==> src/hdl/glh_pkg.sv <==
// Shared types, widths and register codes for the gap-length histogram.
package glh_pkg;

  localparam int WORD_W   = 32;
  localparam int THR_W    = 33;
  localparam int CNT_W    = 15;
  localparam int GAP_W    = 4;
  localparam int BINS_MAX = 11;
  localparam int CFG_IDX_W = 1;

  typedef logic [WORD_W-1:0]    word_t;
  typedef logic [THR_W-1:0]     thr_t;
  typedef logic [CNT_W-1:0]     count_t;
  typedef logic [GAP_W-1:0]     gap_t;
  typedef logic [CFG_IDX_W-1:0] cfg_idx_t;

  localparam count_t COUNT_MAX = '1;

  localparam cfg_idx_t REG_ALPHA = 1'd0;
  localparam cfg_idx_t REG_BETA  = 1'd1;

  localparam thr_t ALPHA_RESET = 33'h0_0000_0000;
  localparam thr_t BETA_RESET  = 33'h0_8000_0000;

  // Histogram snapshot in output layout: slot BINS_MAX-1 is the long-gap bin.
  typedef struct packed {
    count_t [BINS_MAX-1:0] bin;
    count_t                total;
  } hist_snap_t;

  function automatic count_t sat_inc(input count_t c);
    return (c == COUNT_MAX) ? c : count_t'(c + 1'b1);
  endfunction

endpackage

==> src/hdl/glh_hist.sv <==
// Hit classification, gap tracking and saturating bin counters.
module glh_hist import glh_pkg::*; #(
  parameter int MAX_ITEMS = 16384,
  parameter int NUM_BINS  = 11
) (
  input  logic       clk,
  input  logic       rst_n,
  input  logic       en,
  input  word_t      word,
  input  logic       eos,
  input  thr_t       alpha,
  input  thr_t       beta,
  output hist_snap_t snap
);

  localparam int   WS_W     = $clog2(MAX_ITEMS + 1);
  localparam gap_t GAP_LAST = gap_t'(NUM_BINS - 1);

  logic             awaiting_r, awaiting_nxt;
  gap_t             gap_r, gap_nxt;
  count_t           bins_r   [NUM_BINS];
  count_t           bins_nxt [NUM_BINS];
  count_t           total_r, total_nxt;
  logic [WS_W-1:0]  words_r, words_nxt;

  logic live;
  logic hit;
  gap_t sel;

  assign live = (words_r < WS_W'(MAX_ITEMS));
  assign hit  = ({1'b0, word} >= alpha) && ({1'b0, word} < beta);
  assign sel  = (gap_r >= GAP_LAST) ? GAP_LAST : gap_r;

  always_comb begin
    awaiting_nxt = awaiting_r;
    gap_nxt      = gap_r;
    total_nxt    = total_r;
    words_nxt    = words_r;
    for (int b = 0; b < NUM_BINS; b++) begin
      bins_nxt[b] = bins_r[b];
    end
    if (live) begin
      words_nxt = WS_W'(words_r + 1'b1);
      if (hit) begin
        if (!awaiting_r) begin
          for (int b = 0; b < NUM_BINS; b++) begin
            if (sel == gap_t'(b)) begin
              bins_nxt[b] = sat_inc(bins_r[b]);
            end
          end
          total_nxt = sat_inc(total_r);
        end
        awaiting_nxt = 1'b0;
        gap_nxt      = '0;
      end else if (!awaiting_r && (gap_r < GAP_LAST)) begin
        gap_nxt = gap_t'(gap_r + 1'b1);
      end
    end
  end

  // Map into the fixed output layout; unused middle slots read zero.
  for (genvar k = 0; k < BINS_MAX - 1; k++) begin : g_slot
    if (k < NUM_BINS - 1) begin : g_used
      assign snap.bin[k] = bins_nxt[k];
    end else begin : g_zero
      assign snap.bin[k] = '0;
    end
  end
  assign snap.bin[BINS_MAX-1] = bins_nxt[NUM_BINS-1];
  assign snap.total           = total_nxt;

  always_ff @(posedge clk) begin
    if (!rst_n || (en && eos)) begin
      awaiting_r <= 1'b1;
      gap_r      <= '0;
      total_r    <= '0;
      words_r    <= '0;
      for (int b = 0; b < NUM_BINS; b++) begin
        bins_r[b] <= '0;
      end
    end else if (en) begin
      awaiting_r <= awaiting_nxt;
      gap_r      <= gap_nxt;
      total_r    <= total_nxt;
      words_r    <= words_nxt;
      for (int b = 0; b < NUM_BINS; b++) begin
        bins_r[b] <= bins_nxt[b];
      end
    end
  end

endmodule

==> config.mk <==
export PLATFORM = sky130hd
export DESIGN_NAME = glh_hist
export DESIGN_NICKNAME = d
export VERILOG_FILES = /design/src/hdl/glh_pkg.sv /design/src/hdl/glh_hist.sv
export SDC_FILE = /design/constraint.sdc
export NUM_CORES = 1
export LEC_CHECK = 0
export BUFFER_PORTS_ARGS = -buffer_cell sky130_fd_sc_hd__buf_2
export CAP_MARGIN = 25
export CORE_MARGIN = 2
export CORE_UTILIZATION = 35
export CTS_BUF_LIST = sky130_fd_sc_hd__clkbuf_16
export DETAILED_ROUTE_END_ITERATION = 16
export HOLD_SLACK_MARGIN = 0.08
export PLACE_DENSITY = 0.57
export SKIP_CTS_REPAIR_TIMING = 1
export SLEW_MARGIN = 15
export SYNTH_ARGS = -nofsm -noshare
export SYNTH_HDL_FRONTEND = slang
export SYNTH_SLANG_ARGS = --single-unit
==> constraint.sdc <==
create_clock -name clk -period 4.29 [get_ports clk]
set_input_delay 0.2145 -clock clk [delete_from_list [all_inputs] [get_ports clk]]
set_output_delay 0.2145 -clock clk [all_outputs]
set_load 0.005 [all_outputs]
==> impl_metrics.yaml <==
status:
  status: "completed"
placement:
  io_buffer_count: 281
  placed_area_um2: 17700
  hpwl_um: 32900
  gp_congestion: 0.866
  dp.cells: 2609
timing:
  grt_setup_unrepaired: "no"
  setup_viol: 0
  min_period_ns: 3.73
  slew_violations: 0
  fin_crit_sh: 0.870
  tightest_slew_ns: 0.998
  hold_violations: 0
  slew_headroom: 0.335
  max_freq_mhz: 268
  timing.setup.tns_ns: 0
  skew_ns: 0.0132
floorplanning:
  start_util: 0.354
  io_pins: 282
  die_w_um: 215
  die_y_um: 215
  rows: 77
  coreArea_um2: 44100
  die_area_um2: 46300
power_and_ir_drop:
  p_per_area_nw_per_um2: 254
  p_comb_frac: 0.150
  p_switching_mw: 1.40
  peakVddDrop_uv: 229
  swShare: 0.302
  internal_power_mw: 3.25
  p_seq_frac: 0.495
  clock_power_share: 0.355
  p_leak_nw: 7.64
routing:
  drc_errors: 0
  vias: 14200
  m1WireLength_um: 21500
  drt_iter0_drc: 865
  dr_wl_met3_um: 2220
  drt.antenna.violating_nets: 0
  vias_per_cell: 5.37
  top_layer: "met4"
  drt_first_pass_iters: 5
  wl_met2_um: 21200
  wl_um: 45900
  wl_per_cell_um: 17.4
yosys:
  synth_area_um2: 15600
  syn_nets: 1972
  async_flop_share: 0
  yosysSeqAreaShare: 0.362
  syn_area_per_cell_um2: 8.72
  yosysWarnings: 0
  synth-edff-count: 165
  synth_seq_cells: 200
  synth.most_common_cell: "nand2_1"
  synthTopCellsByArea: "edfxtp_1, nand2_1, ha_1"
  synthDistinctLibCells: 74
  ys.flop_type: "edfxtp_1"
  syn_inst: 1792
  synth_top_cells_by_count: "nand2_1, edfxtp_1, inv_1, xor2_1, mux2i_1"
  yosysTopAreaCell: "edfxtp_1"
  synth_top_cell_area_share: 0.317
global_route:
  grt_usage: 0.196
  grt_pass1_wl_um: 73200
  antenna_found_initial: 0
  gr-total-overflow: 0
  grt_start_max_net_pins: 183
  grt_pass1_vias: 13400
finish:
  regArea_um2: 5660
  antennaDiodeCount: 0
  area_growth_pct: 17.3
  drive_gt1_frac: 0.193
  final_nets: 2217
  multi_input_area_um2: 9270
  n_fill_cell: 4487
  final_cell_area_um2: 18300
  layout.cells.non_filler: 2642
worst_setup_path:
  cp_cell_sequence: "buf_2 -> ha_1 -> a21oi_1 -> o221ai_1 -> a221oi_1 -> o22ai_4 -> o211ai_4 -> buf_12 -> nor4_2 -> xor2_1 -> buf_2"
  cp.required_ns: 4.08
  crit_path_end_kind: "primary output"
  crit_fanout: 29
  cp-start-kind: "input pin"
  critPathArrivalTime_ns: 3.52
  critPathSlowestCell: "a221oi_1"
  critical-path-top-delay-family: "compound AO/OA/AOI/OAI gates"
  worstPathBufferInverterCount: 3
  cp_common_cell: "buf_2"
  cpPeakStageDelay_ns: 0.71
  critPathKind: "in -> out"
cts:
  clock_path_buffers: 2
  cts_made_buffers: 17
  h-tree-depth: 4
  clock-sinks: 200
  insertion_delay_ns: 0.46
  cts_tree: "done"
  clk_pin_slew_ns: 0.09
  cts_root_buffer: "clkbuf_16"
flow_run:
  max-cap-violations: 0
hold_path:
  holdCritPathClass: "in -> reg"
## flip-flops by register name, summed over array words and instances (netlist names)
name,cells
total_r,15
awaiting_r,1
gap_r,4
bins_r,165
words_r,15
## per-layer routing
layer	up-vias	track usage
li1	7052	-
met1	6781	0.268
met2	308	0.314
met3	44	0.0405
met4	0	0.0554
met5	-	0
## worst reg2reg max path, stage by stage (launching register included)
cell and delay [ns]:
dfxtp_1 0.49, nor4b_2 0.50, nand2_1 0.13, or3_1 0.49, nor2_1 0.37, o2111a_1 0.44
or3b_1 0.41, a21oi_1 0.15
## logic make-up after synthesis
family	share of synthesized area
simple gates	0.296
flops	0.362
fa+ha+maj	0.0625
xor+xnor	0.0639
buf+inv	0.0463
mux	0.0668
compound gates	0.102
## path summary, 6_finish.rpt
kind,start,slack (ns),depth (start not counted),to
max reg2reg,gap_r[2]$_SDFFE_PP0P_,1.16,7,bins_r[5][7]$_SDFFCE_PN0P_
min,en,0.30,4,words_r[1]$_SDFFE_PP0P_
min reg2reg,words_r[1]$_SDFFE_PP0P_,0.48,2,words_r[1]$_SDFFE_PP0P_
max,word[6],0.56,11,snap[96]
## cells in the final DEF (no fill, tap or decap), types with 7 or more instances in the layout
master / count
mux2_2: 9
and3_1: 39
nor4_2: 7
buf_12: 7
mux2i_1: 93
a211oi_1: 8
nor4_1: 19
a21oi_1: 86
inv_1: 94
nand2b_1: 85
xor2_1: 94
edfxtp_1: 165
and2_1: 21
o21ai_0: 39
and4_1: 29
buf_4: 25
o41ai_1: 9
ha_1: 78
a31oi_1: 22
nor2_1: 88
nor3_1: 76
nand2_1: 263
buf_2: 282
nand3_1: 82
o31ai_1: 25
or3_1: 23
inv_8: 7
nand4_1: 58
nor3_2: 15
dfxtp_1: 35
clkbuf_16: 17
or4_1: 26
xnor2_1: 20
## power by group through the flow
stage / Combinational [mW] / Clock, mW / Sequential (mW)
finish: 0.697 / 1.65 / 2.30
detailed placement: 0.702 / 0 / 2.34
CTS: 0.705 / 1.70 / 2.30
global placement: 0.690 / 0 / 2.34
floorplan: 0.398 / 0 / 2.32
global route: 0.775 / 1.77 / 2.32
## through the flow
step | power, mW | util | worst slack (ns) | hold slack (ns)
after floorplan | 2.72 | - | 1.51 | 0.454
after detailed placement | 3.04 | 0.402 | 0.620 | 0.469
final | 4.65 | 0.415 | 0.556 | 0.300
after CTS | 4.71 | 0.415 | 0.509 | 0.268
after global placement | 3.03 | 0.402 | 0.670 | 0.466
after global routing | 4.86 | 0.415 | 0.217 | 0.305
## layout make-up
class                      count  share of cell area
inverter                      94              0.0193
timing repair buffer         314              0.0949
clock buffer                  17              0.0232
tap                          592              0.0404
sequential                   200               0.309
multi-input combinational   1410               0.506
clock inverter                15             0.00785
No activity file was read; power rests on OpenSTA's default activity.
